**src/rtl/wrm_pkg.sv**
```systemverilog
// Shared constants, mode codes and the lane control bundle of the windowed meter.
`timescale 1ns / 1ps
package wrm_pkg;
  localparam int NUM_CH      = 4;
  localparam int SAMPLE_BITS = 16;
  localparam int COUNT_BITS  = 20;
  localparam int ACC_BITS    = 2 * SAMPLE_BITS + COUNT_BITS - 1;
  localparam int RESULT_BITS = SAMPLE_BITS + 1;
  localparam int ROOT_BITS   = (ACC_BITS + 1) / 2;
  localparam int ITER_BITS   = $clog2(ACC_BITS + 1);
  localparam logic [COUNT_BITS-1:0] WINDOW_RESET = COUNT_BITS'(24000);

  typedef enum logic [1:0] {
    MODE_RMS = 2'd0,
    MODE_AVG = 2'd1,
    MODE_MAX = 2'd2,
    MODE_MIN = 2'd3
  } mode_t;

  typedef enum logic {
    CFG_MODE   = 1'b0,
    CFG_WINDOW = 1'b1
  } cfg_idx_t;

  typedef struct packed {
    logic                  load;
    logic                  square;
    logic                  add;
    logic                  fin;
    logic                  clear;
    logic                  first;
    mode_t                 mode;
    logic [COUNT_BITS-1:0] count;
  } lane_ctl_t;
endpackage

```
**src/rtl/wrm_lane.sv**
```systemverilog
// One channel lane: accumulator, restoring divider and bit-serial square root.
`timescale 1ns / 1ps
module wrm_lane (
  input  logic                                  clk,
  input  logic                                  rst_n,
  input  wrm_pkg::lane_ctl_t                    ctl,
  input  logic signed [wrm_pkg::SAMPLE_BITS-1:0] sample,
  output logic                                  busy,
  output logic        [wrm_pkg::RESULT_BITS-1:0] result
);
  localparam int AB = wrm_pkg::ACC_BITS;
  localparam int CB = wrm_pkg::COUNT_BITS;
  localparam int RB = wrm_pkg::ROOT_BITS;
  localparam int IB = wrm_pkg::ITER_BITS;

  typedef enum logic [1:0] {L_IDLE, L_DIV, L_SQRT} lstate_t;

  lstate_t                         state_r;
  logic signed [wrm_pkg::SAMPLE_BITS-1:0] samp_r;
  logic [AB-1:0]                   term_r, acc_r, quo_r;
  logic [CB-1:0]                   rem_r, den_r;
  logic [2*RB-1:0]                 x_r;
  logic [RB-1:0]                   root_r;
  logic [RB+1:0]                   srem_r;
  logic [IB-1:0]                   cnt_r;
  logic                            neg_r, rms_r;
  logic [wrm_pkg::RESULT_BITS-1:0] res_r;

  logic signed [AB-1:0] samp_ext;
  logic signed [2*wrm_pkg::SAMPLE_BITS-1:0] sq_w;
  logic [CB:0]          dtrial;
  logic                 dbit;
  logic [RB+2:0]        strial_src;
  logic [RB+2:0]        strial;
  logic                 sbit;
  logic [AB-1:0]        quo_nxt;

  always_comb begin
    samp_ext   = AB'(samp_r);
    sq_w       = samp_r * samp_r;
    dtrial     = {rem_r, quo_r[AB-1]};
    dbit       = (dtrial >= {1'b0, den_r});
    quo_nxt    = {quo_r[AB-2:0], dbit};
    strial_src = {srem_r[RB:0], x_r[2*RB-1 -: 2]};
    strial     = (RB+3)'({root_r, 2'b01});
    sbit       = (strial_src >= strial);
  end

  always_ff @(posedge clk) begin
    if (ctl.load) begin
      samp_r <= sample;
    end
    if (ctl.square) begin
      if (ctl.mode == wrm_pkg::MODE_RMS) begin
        term_r <= AB'($unsigned(sq_w));
      end else begin
        term_r <= samp_ext;
      end
    end
    if (!rst_n || ctl.clear) begin
      acc_r <= '0;
    end else if (ctl.add) begin
      case (ctl.mode)
        wrm_pkg::MODE_RMS, wrm_pkg::MODE_AVG: acc_r <= acc_r + term_r;
        wrm_pkg::MODE_MAX: if (ctl.first || samp_ext > $signed(acc_r)) acc_r <= samp_ext;
        default:           if (ctl.first || samp_ext < $signed(acc_r)) acc_r <= samp_ext;
      endcase
    end else if (ctl.fin) begin
      acc_r <= '0;
    end

    if (!rst_n) begin
      state_r <= L_IDLE;
      res_r   <= '0;
    end else begin
      case (state_r)
        L_IDLE: begin
          if (ctl.fin) begin
            if (ctl.mode == wrm_pkg::MODE_RMS || ctl.mode == wrm_pkg::MODE_AVG) begin
              neg_r   <= (ctl.mode == wrm_pkg::MODE_AVG) && acc_r[AB-1];
              quo_r   <= ((ctl.mode == wrm_pkg::MODE_AVG) && acc_r[AB-1]) ? -acc_r : acc_r;
              rms_r   <= (ctl.mode == wrm_pkg::MODE_RMS);
              den_r   <= ctl.count;
              rem_r   <= '0;
              cnt_r   <= IB'(AB - 1);
              state_r <= L_DIV;
            end else begin
              res_r <= acc_r[wrm_pkg::RESULT_BITS-1:0];
            end
          end
        end
        L_DIV: begin
          rem_r <= dbit ? CB'(dtrial - {1'b0, den_r}) : dtrial[CB-1:0];
          quo_r <= quo_nxt;
          cnt_r <= cnt_r - 1'b1;
          if (cnt_r == '0) begin
            if (rms_r) begin
              x_r     <= (2*RB)'(quo_nxt);
              root_r  <= '0;
              srem_r  <= '0;
              cnt_r   <= IB'(RB - 1);
              state_r <= L_SQRT;
            end else begin
              res_r   <= neg_r ? -quo_nxt[wrm_pkg::RESULT_BITS-1:0]
                               : quo_nxt[wrm_pkg::RESULT_BITS-1:0];
              state_r <= L_IDLE;
            end
          end
        end
        L_SQRT: begin
          srem_r <= sbit ? (RB+2)'(strial_src - strial) : strial_src[RB+1:0];
          root_r <= {root_r[RB-2:0], sbit};
          x_r    <= {x_r[2*RB-3:0], 2'b00};
          cnt_r  <= cnt_r - 1'b1;
          if (cnt_r == '0) begin
            res_r   <= wrm_pkg::RESULT_BITS'({root_r[RB-2:0], sbit});
            state_r <= L_IDLE;
          end
        end
        default: state_r <= L_IDLE;
      endcase
    end
  end

  assign busy   = (state_r != L_IDLE);
  assign result = res_r;
endmodule

```
**config.mk**
```make
export PLATFORM = sky130hd
export DESIGN_NAME = wrm_lane
export DESIGN_NICKNAME = d
export VERILOG_FILES = /design/src/rtl/wrm_pkg.sv /design/src/rtl/wrm_lane.sv
export SDC_FILE = /design/constraint.sdc
export NUM_CORES = 1
export LEC_CHECK = 0
export BUFFER_PORTS_ARGS = -buffer_cell sky130_fd_sc_hd__buf_2
export CAP_MARGIN = 10
export CORE_ASPECT_RATIO = 0.8
export CORE_UTILIZATION = 55
export DETAILED_ROUTE_END_ITERATION = 6
export MAX_ROUTING_LAYER = met4
export PLACE_DENSITY_LB_ADDON = 0.25
export SLEW_MARGIN = 20
export SYNTH_ARGS = -nofsm -noshare
export SYNTH_HDL_FRONTEND = slang
export SYNTH_SLANG_ARGS = --single-unit
```
**constraint.sdc**
```tcl
create_clock -name clk -period 7 [get_ports clk]
set_input_delay 0.35 -clock clk [delete_from_list [all_inputs] [get_ports clk]]
set_output_delay 0.35 -clock clk [all_outputs]
set_load 0.03 [all_outputs]
```
# After elaboration in Yosys (flattened, before gate mapping)
# Index checks and enable logic that the tools add are counted.
# classes
add_sub_neg,6
mul,1
magnitude_cmp,4
n_eq_ne,13
mux,42
n_reduce_logical,22
# op_table
operator,n
51-bit 2-to-1 mux,7
51-bit case mux with 2 select lines,2
52-bit 2-to-1 mux,2
52-bit case mux with 2 select lines,1
17-bit 2-to-1 mux,6
27-bit 2-to-1 mux,3
20-bit 2-to-1 mux,3
27-bit case mux with 2 select lines,1
26-bit 2-to-1 mux,2
26-bit case mux with 2 select lines,1
51-bit adder,1
16-bit by 51-bit greater-than comparator with 1-bit output,1
16-bit by 51-bit < comparator with 1-bit output,1
51-bit negator,1
17-bit case mux with 3 select lines,1
20-bit case mux with 2 select lines,1
16-bit by 16-bit multiplier with 32-bit output,1
32-bit 2-to-1 mux,1
29-bit by 28-bit greater-or-equal comparator with 1-bit output,1
27-bit subtractor,1
6-bit 2-to-1 mux,4
21-bit by 20-bit greater-or-equal comparator with 1-bit output,1
4-bit AND reduction,5
20-bit subtractor,1
other kinds (20),39
# totals
reg_bits,323
input_bits,46
output_inout_bits,18
elab_cells,103

# Logic depth before layout (Yosys ltp)
# Gate-level depths: netlist of run 1.
# logic_depth
ltp_word,6
mapped_depth,26

# Least setup slack after synthesis of run 1
# Ideal clock, no wire load.
# synth_path
path_type,register -> register
startpoint,reg samp_r[15] in the netlist's numbering
endpoint,"reg term_r[31], data pin"
t_arrival_ns,7.114
t_required_ns,6.731
slack_ns,-0.383
stages_incl_launch_ff,24
n_path_buf,0
period_less_slack_ns,7.383
path_cell_list,edfxtp_1 -> clkinv_1 -> nor2_1 -> fa_1 -> inv_1 -> fa_1 -> inv_1 -> fa_1 -> fa_1 -> fa_1 -> inv_1 -> fa_1 -> inv_1 -> ha_1 -> a21o_1 -> a21oi_1 -> o21ai_0 -> a21o_1 -> o21ai_0 -> a211oi_1 -> or3_1 -> a31oi_1 -> xnor2_1 -> o21ai_0
# synth_via
elab_chain_cells,2
# synth_lines
item,line_no,rtl
start: declaration,wrm_lane.sv:19,logic signed [wrm_pkg::SAMPLE_BITS-1:0] samp_r;
start signal: assignment,wrm_lane.sv:51,samp_r <= sample;
16-bit by 16-bit multiplier with 32-bit output,wrm_lane.sv:40,sq_w = samp_r * samp_r;
32-bit 2-to-1 mux (*),wrm_lane.sv:54,if (ctl.mode == wrm_pkg::MODE_RMS) begin
end signal: assignment,wrm_lane.sv:55,term_r <= AB'($unsigned(sq_w));
end signal: assignment,wrm_lane.sv:57,term_r <= samp_ext;
end: declaration,wrm_lane.sv:20,"logic [AB-1:0] term_r, acc_r, quo_r;"
# Every way passes the cells marked *; elsewhere a longest branch is shown, timed or not.
# A chain may end at the register's enable or synchronous reset.

# Worst setup path after layout of run 1
# layout_path
startpoint,reg samp_r[9] in the netlist's numbering
endpoint,"reg term_r[31], data pin"
# layout_via
elab_chain_cells,2
# layout_lines
item,line_no
16-bit by 16-bit multiplier with 32-bit output,wrm_lane.sv:40
32-bit 2-to-1 mux,wrm_lane.sv:54
# Every way passes these cells.

==> results of run 1 <==
[area by class of cell]
cell class	instances	share of cell area, %
Sequential cell	323	26.9
Multi-Input combinational cell	2322	57.5
Antenna cell	2	0.0150
Tap cell	741	2.77
Clock inverter	21	0.812
Inverter	496	5.57
Clock buffer	49	3.25
Timing Repair Buffer	149	3.23
[power by group]
part           switching [W]  leakage [nW]  total (W)  internal (W)
clock               0.000886         0.653    0.00218       0.00130
combinational        0.00739          11.2     0.0128       0.00546
sequential          0.000101          2.93    0.00242       0.00232
[synthesized netlist by cell type, types with 49 or more instances]
cell                       instances
sky130_fd_sc_hd__nor2_1          179
sky130_fd_sc_hd__nand2_1         299
sky130_fd_sc_hd__edfxtp_1        253
sky130_fd_sc_hd__mux2_2           56
sky130_fd_sc_hd__and2_1           68
sky130_fd_sc_hd__nand3_1          49
sky130_fd_sc_hd__clkbuf_1        118
sky130_fd_sc_hd__fa_1            235
sky130_fd_sc_hd__nor2b_1          61
sky130_fd_sc_hd__a21o_1           84
sky130_fd_sc_hd__a21oi_1         174
sky130_fd_sc_hd__xor2_1           49
sky130_fd_sc_hd__dfxtp_1          70
sky130_fd_sc_hd__o21ai_0         193
sky130_fd_sc_hd__ha_1            251
sky130_fd_sc_hd__inv_1           492
sky130_fd_sc_hd__xnor2_1         130
[logic make-up (layout without fill, tap and decap cells)]
| group | Yosys count | in the layout | share of synthesized area [%] |
|---|---|---|---|
| simple gates | 854 | 854 | 13.5 |
| compound gates | 700 | 700 | 14.7 |
| buf+inv | 630 | 715 | 7.81 |
| fa+ha+maj | 486 | 486 | 25.7 |
| flops | 323 | 323 | 29.5 |
| xor+xnor | 179 | 179 | 5.14 |
| mux | 103 | 103 | 3.61 |
| other cells | 0 | 2 | 0 |
[critical path: cells and delay by family (launching register included)]
family                   cells  cell delay [ns]
adder cells (fa/ha/maj)      7             3.71
AO/OA/AOI/OAI                4             0.88
AND/OR/NAND/NOR              2             0.62
flip-flops                   1             0.55
buffers and inverters        5             0.54
XOR/XNOR                     1             0.14
[what timing repair did]
action,4_1_cts,5_1_grt
gates resized for setup,0,7
hold buffers,32,0
setup buffers,0,3
setup endpoints to repair,0,6
hold endpoints to repair,32,0
[how the worst max path moves through the flow]
stage                         start                    to  slack, ns
2_1_floorplan  samp_r[15]$_DFFE_PP_  term_r[31]$_DFFE_PP_      -0.03
3_3_place_gp   samp_r[13]$_DFFE_PP_  term_r[31]$_DFFE_PP_       0.14
3_5_place_dp    samp_r[4]$_DFFE_PP_  term_r[31]$_DFFE_PP_       0.08
4_1_cts         samp_r[4]$_DFFE_PP_  term_r[31]$_DFFE_PP_      0.006
5_1_grt        samp_r[13]$_DFFE_PP_  term_r[31]$_DFFE_PP_      0.001
6_report        samp_r[9]$_DFFE_PP_  term_r[31]$_DFFE_PP_       0.25
[state kept, by name, indices dropped and copies added, names as in the netlist, 17 cells and up]
register  count
term_r       33
acc_r        51
quo_r        51
x_r          52
result       17
root_r       26
rem_r        20
srem_r       27
den_r        20
[routing by layer]
metal	vias to the layer above	routed length [um]	share of wire, %
met5	-	0	0
met4	0	1140	1.5
met3	85	5290	6.9
met2	760	33200	43
met1	11600	36700	48
li1	11300	-	-
[stage by stage]
stage	TNS [ns]	hold slack [ns]	total power, W	area, um^2
floorplan	-0.0288	0.449	0.0122	30500
global placement	0	0.476	0.0147	31700
detailed placement	0	0.504	0.0149	31700
CTS	0	0.0350	0.0172	33400
global route	0	0.0336	0.0194	33500
finish	0	0.0548	0.0174	33500
==> metrics.txt, run 1 <==
Filler Cells Inserted=4576; layout overhead on the synthesized area=9.79%; fin crit period=6.75 ns; number of global-route vias before repair=23600; crit path capture type=register; Max IR drop VDD=0.00100 V; final hold violation count=0; number of maximum-capacitance constraint violations=0; commonest cells after routing, fill and taps aside=491 x sky130_fd_sc_hd__inv_1, 299 x sky130_fd_sc_hd__nand2_1, 253 x sky130_fd_sc_hd__edfxtp_1, 249 x sky130_fd_sc_hd__ha_1, 233 x sky130_fd_sc_hd__fa_1; startpoint kind of the worst setup timing path=register; hold path startpoint=sample[4]; number of endpoints failing setup at the final stage=0; gr ovfl total=0; Core Util, Final=61.6%; post-placement setup slack=0.0822 ns; number of distinct library cells after synthesis=78; footprint of the multi-input gates=19200 um^2; share of final-layout standard cells stronger than drive strength 1=8.48%; Top Ports=64; RSZ-0062 raised after global routing=no; Synth Cell Area=30500 um^2; worst slew margin relative to its limit=20.2%; # DRC=0; Final Cycle Share=96.4%; antenna violations before repair=2; crit-path cells=buf_4 -> and2_1 -> fa_2 -> inv_1 -> fa_1 -> inv_1 -> fa_1 -> fa_1 -> fa_1 -> inv_1 -> fa_1 -> inv_1 -> ha_1 -> a2111oi_4 -> a211oi_2 -> or3_1 -> a31oi_1 -> xnor2_1 -> o21ai_0; Fmax achieved=0.148 GHz; Die X-Extent=265 um; mean instance size in the synthesized netlist=9.30 um^2; routed wirelength normalized by instance count=18.6 um; drt initial violations=2015; Core Region=54300 um^2; start-to-end type of the worst setup path=register to register; final RePlAce weighted congestion=0.977; standby leakage power=14.7 nW; remaining antenna violation count=0; capture endpoint of the worst hold path=samp_r[4]$_DFFE_PP_; async set-reset flop share out of synthesis=0%; met2 GRT Util=42.4%; net count reported at finish=3862; global routing met1 resource utilization=41.8%; Die H=213 um; startpoint of the worst-slack reg-to-reg timing path=samp_r[9]$_DFFE_PP_; clock slew seen by the registers of the worst setup and hold paths=0.06 ns; Hold Path Depth=1; top post-synthesis cells by area=sky130_fd_sc_hd__edfxtp_1 25%, sky130_fd_sc_hd__fa_1 15%, sky130_fd_sc_hd__ha_1 10%; full die area=56400 um^2; worst reg2reg endpoint=term_r[31]$_DFFE_PP_; grt met3 use=4.03%; TritonCTS clock tree=built; measured slew at the worst slew-check pin=1.19 ns; count of final max-slew check failures=0; initial standard-cell utilization of the core=56.1%; library cell used as clock root buffer=sky130_fd_sc_hd__clkbuf_16; clock net sink count=323; most frequent CP cell=sky130_fd_sc_hd__fa_1; final worst clock skew=0.0159 ns; data arrival time of the critical path=7.02 ns; post-synthesis cell count=3275; Cell Rows=76; top fanout value on the critical path=14; Max clock buf depth=3; CTS H-Tree Depth=2; routed vias=23700; Via density=5.78; number of warnings issued by yosys=0; net count after synthesis=3807; biggest area consumer among synthesized cells=sky130_fd_sc_hd__edfxtp_1; critical-path cell with the highest stage delay=sky130_fd_sc_hd__fa_2; gr busiest metal=met2; ys flop type=sky130_fd_sc_hd__edfxtp_1; first-pass GRT wire length=125 mm; worst r2r path cells=19; most common cell after layout, fill and taps aside=sky130_fd_sc_hd__inv_1; flip-flop and latch area=9000 um^2; Post-Route WL=76.3 mm; share of the synthesized area in the top cell type=24.9%; delay of the slowest cell on the worst path=0.71 ns; pin count of the biggest net entering global routing=79; estimated wirelength of the detail-placed design=58.5 mm; class of the tightest hold or removal check=input port to register; R2R Setup Slk=0.25 ns; IO Port Bufs=63; Overall Global Routing Usage=28.6%; crit path setup slack, layout=0.254 ns; Post-synth EDFFs=253; required time of the critical path=7.27 ns; fraction of the yosys area taken by sequential cells=29.5%; cell area power density=521 nW/um^2; result of the run=complete, no violations; clock buffer count from CTS=38; later-pin clock latency in the skew report=0.56 ns; count of state elements after synthesis=323; detailed-router iteration count before antenna repair=6; non-filler cells in the finished layout=4103; number of cells after detailed placement=3996
No activity file was read; power rests on OpenSTA's default activity.
==> inputs of run 2 (changes only) <==
--- a/config.mk
+++ b/config.mk
@@ -8,7 +8,7 @@
 export BUFFER_PORTS_ARGS = -buffer_cell sky130_fd_sc_hd__buf_2
 export CAP_MARGIN = 10
 export CORE_ASPECT_RATIO = 0.8
-export CORE_UTILIZATION = 55
+export CORE_UTILIZATION = 59
 export DETAILED_ROUTE_END_ITERATION = 6
 export MAX_ROUTING_LAYER = met4
 export PLACE_DENSITY_LB_ADDON = 0.25
==> run 2 against run 1 <==
Compared with the run above: clock skew rose by 0.012 ns; clock-buffer cell count rose by 1; flip-flop and latch count did not move; design area fell by 0.20%; core utilization rose by 3.8 points; register-to-register slack improved by 0.06 ns; largest cell class unchanged.
==> metrics.txt, run 2 (synthesized netlist as in run 1, its figures left out) <==
worst r2r path cells=22 (was 19); Final Cycle Share=95.5% (was 96.4%); Via density=5.92 (was 5.78); Post-Route WL=78.2 mm (was 76.3 mm); net count reported at finish=3877 (was 3862); pin count of the biggest net entering global routing=80 (was 79); final RePlAce weighted congestion=0.949 (was 0.977); most common cell after layout, fill and taps aside=sky130_fd_sc_hd__inv_1 (unchanged); library cell used as clock root buffer=sky130_fd_sc_hd__clkbuf_16 (unchanged); CTS H-Tree Depth=2 (unchanged); Die H=205 um (was 213 um); antenna violations before repair=5 (was 2); count of final max-slew check failures=0 (unchanged); remaining antenna violation count=0 (unchanged); drt initial violations=1961 (was 2015); footprint of the multi-input gates=19300 um^2 (was 19200 um^2); Most flops, register=x_r (unchanged); Overall Global Routing Usage=31.3% (was 28.6%); Top Ports=64 (unchanged); first-pass GRT wire length=127 mm (was 125 mm); worst reg2reg endpoint=term_r[31]$_DFFE_PP_ (unchanged); Fmax achieved=0.150 GHz (was 0.148 GHz); max reg flops=52 (unchanged); startpoint of the worst setup timing path=samp_r[2]$_DFFE_PP_ (was samp_r[9]$_DFFE_PP_); R2R Setup Slk=0.32 ns (was 0.25 ns); crit path capture type=register (unchanged); worst slew margin relative to its limit=27.4% (was 20.2%); layout overhead on the synthesized area=9.57% (was 9.79%); estimated wirelength of the detail-placed design=60.4 mm (was 58.5 mm); clock net sink count=323 (unchanged); final worst clock skew=0.0274 ns (was 0.0159 ns); routed vias=24000 (was 23700); gr ovfl total=0 (unchanged); commonest cells after routing, fill and taps aside=490 x sky130_fd_sc_hd__inv_1, 298 x sky130_fd_sc_hd__nand2_1, 253 x sky130_fd_sc_hd__edfxtp_1, 249 x sky130_fd_sc_hd__ha_1, 232 x sky130_fd_sc_hd__fa_1 (was 491 x sky130_fd_sc_hd__inv_1, 299 x sky130_fd_sc_hd__nand2_1, 253 x sky130_fd_sc_hd__edfxtp_1, 249 x sky130_fd_sc_hd__ha_1, 233 x sky130_fd_sc_hd__fa_1); later-pin clock latency in the skew report=0.57 ns (was 0.56 ns); Hold Path Depth=1 (unchanged); number of global-route vias before repair=24300 (was 23600); Core Region=51000 um^2 (was 54300 um^2); initial standard-cell utilization of the core=59.7% (was 56.1%); required time of the critical path=7.27 ns (about the same); full die area=52600 um^2 (was 56400 um^2); fin crit period=6.68 ns (was 6.75 ns); clock buffer count from CTS=38 (unchanged); routed wirelength normalized by instance count=19.3 um (was 18.6 um); most frequent CP cell=sky130_fd_sc_hd__fa_1 (unchanged); share of final-layout standard cells stronger than drive strength 1=9.01% (was 8.48%); # DRC=0 (unchanged); flip-flop and latch area=9000 um^2 (unchanged); number of maximum-capacitance constraint violations=0 (unchanged); startpoint of the worst-slack reg-to-reg timing path=samp_r[2]$_DFFE_PP_ (was samp_r[9]$_DFFE_PP_); critical-path cell with the highest stage delay=sky130_fd_sc_hd__fa_1 (was sky130_fd_sc_hd__fa_2); registers with the highest flip-flop counts=x_r: 52 flops, acc_r: 51 flops, quo_r: 51 flops (unchanged); endpoint of the worst setup timing path=term_r[31]$_DFFE_PP_ (unchanged); top fanout value on the critical path=11 (was 14); crit-path cells=buf_4 -> and2_1 -> fa_1 -> inv_1 -> fa_1 -> fa_1 -> fa_1 -> inv_1 -> fa_1 -> inv_1 -> fa_1 -> inv_1 -> ha_1 -> and3_1 -> o211ai_1 -> a211oi_2 -> o21ai_4 -> a211oi_2 -> or3_1 -> a31oi_1 -> xnor2_1 -> o21ai_0 (was buf_4 -> and2_1 -> fa_2 -> inv_1 -> fa_1 -> inv_1 -> fa_1 -> fa_1 -> fa_1 -> inv_1 -> fa_1 -> inv_1 -> ha_1 -> a2111oi_4 -> a211oi_2 -> or3_1 -> a31oi_1 -> xnor2_1 -> o21ai_0); Filler Cells Inserted=4202 (was 4576); TritonCTS clock tree=built (unchanged); startpoint kind of the worst setup timing path=register (unchanged); start-to-end type of the worst setup path=register to register (unchanged); final hold violation count=0 (unchanged); data arrival time of the critical path=6.95 ns (was 7.02 ns); Core Util, Final=65.4% (was 61.6%); IO Port Bufs=63 (unchanged); class of the tightest hold or removal check=input port to register (unchanged); measured slew at the worst slew-check pin=1.09 ns (was 1.19 ns); clock slew seen by the registers of the worst setup and hold paths=0.06 ns (about the same); detailed-router iteration count before antenna repair=5 (was 6); Cell Rows=74 (was 76); result of the run=complete, no violations (unchanged); number of endpoints failing setup at the final stage=0 (unchanged); Die X-Extent=256 um (was 265 um); delay of the slowest cell on the worst path=0.53 ns (was 0.71 ns); Max clock buf depth=3 (unchanged)
==> run 2: how the worst min path moves through the flow <==
| stage | start | endpoint |
|---|---|---|
| floorplan | ctl[0] | den_r[0]$_DFFE_PP_ |
| global placement | result[9]$_SDFFE_PN0P_ | result[9]$_SDFFE_PN0P_ |
| detailed placement | result[11]$_SDFFE_PN0P_ | result[11]$_SDFFE_PN0P_ |
| CTS | sample[0] | samp_r[0]$_DFFE_PP_ |
| global route | sample[0] | samp_r[0]$_DFFE_PP_ |
| finish | sample[0] | samp_r[0]$_DFFE_PP_ |
==> run 2: cell type report <==
class,count,share of cell area (%)
timing repair buffer,164,3.55
inverter,496,5.58
antenna,3,0.0225
clock inverter,20,0.465
tap,684,2.56
multi-input combinational,2322,57.7
sequential,323,27.0
clock buffer,50,3.17
==> run 2: layer usage <==
metal,GRT usage (%),vias up,part of all wire (%)
li1,-,11300,-
met1,43.3,11800,46
met2,46.7,784,43
met3,6.71,135,8.4
met4,8.25,0,2.4
met5,-,-,0
==> run 2: worst max-delay path, delay by kind of cell, from the launching register on <==
| kind | cells | cell delay, ns |
|---|---|---|
| and+or+nand+nor | 3 | 0.60 |
| DFF | 1 | 0.51 |
| adders and majority gates | 7 | 3.37 |
| buffers and inverters | 5 | 0.47 |
| AOI/OAI and AO/OA | 6 | 1.26 |
| xor gates and xnor gates | 1 | 0.15 |
==> run 2: metrics by stage <==
stage / setup TNS, ns / hold WS (ns) / worst slack [ns] / cell area (um^2) / cells
after CTS: 0 / 0.00495 / 0.0879 / 33300 / 4055
after global routing: -0.0260 / 0.00225 / -0.0182 / 33400 / 4062
after detailed placement: 0 / 0.487 / 0.155 / 31700 / 3954
final: 0 / 0.0283 / 0.315 / 33400 / 4062
after floorplan: -0.0288 / 0.449 / -0.0288 / 30500 / 3275
after global placement: 0 / 0.479 / 0.189 / 31700 / 3954
==> run 2: timing repair <==
item	in CTS	in global routing
hold buffers	31	0
resized for setup	0	15
setup buffers	0	4
endpoints found under the hold margin	31	0
setup endpoints to repair	0	8
Power of run 2 is not shown: default switching activity piles up to over one toggle a cycle in this logic, so the estimate is an artifact.
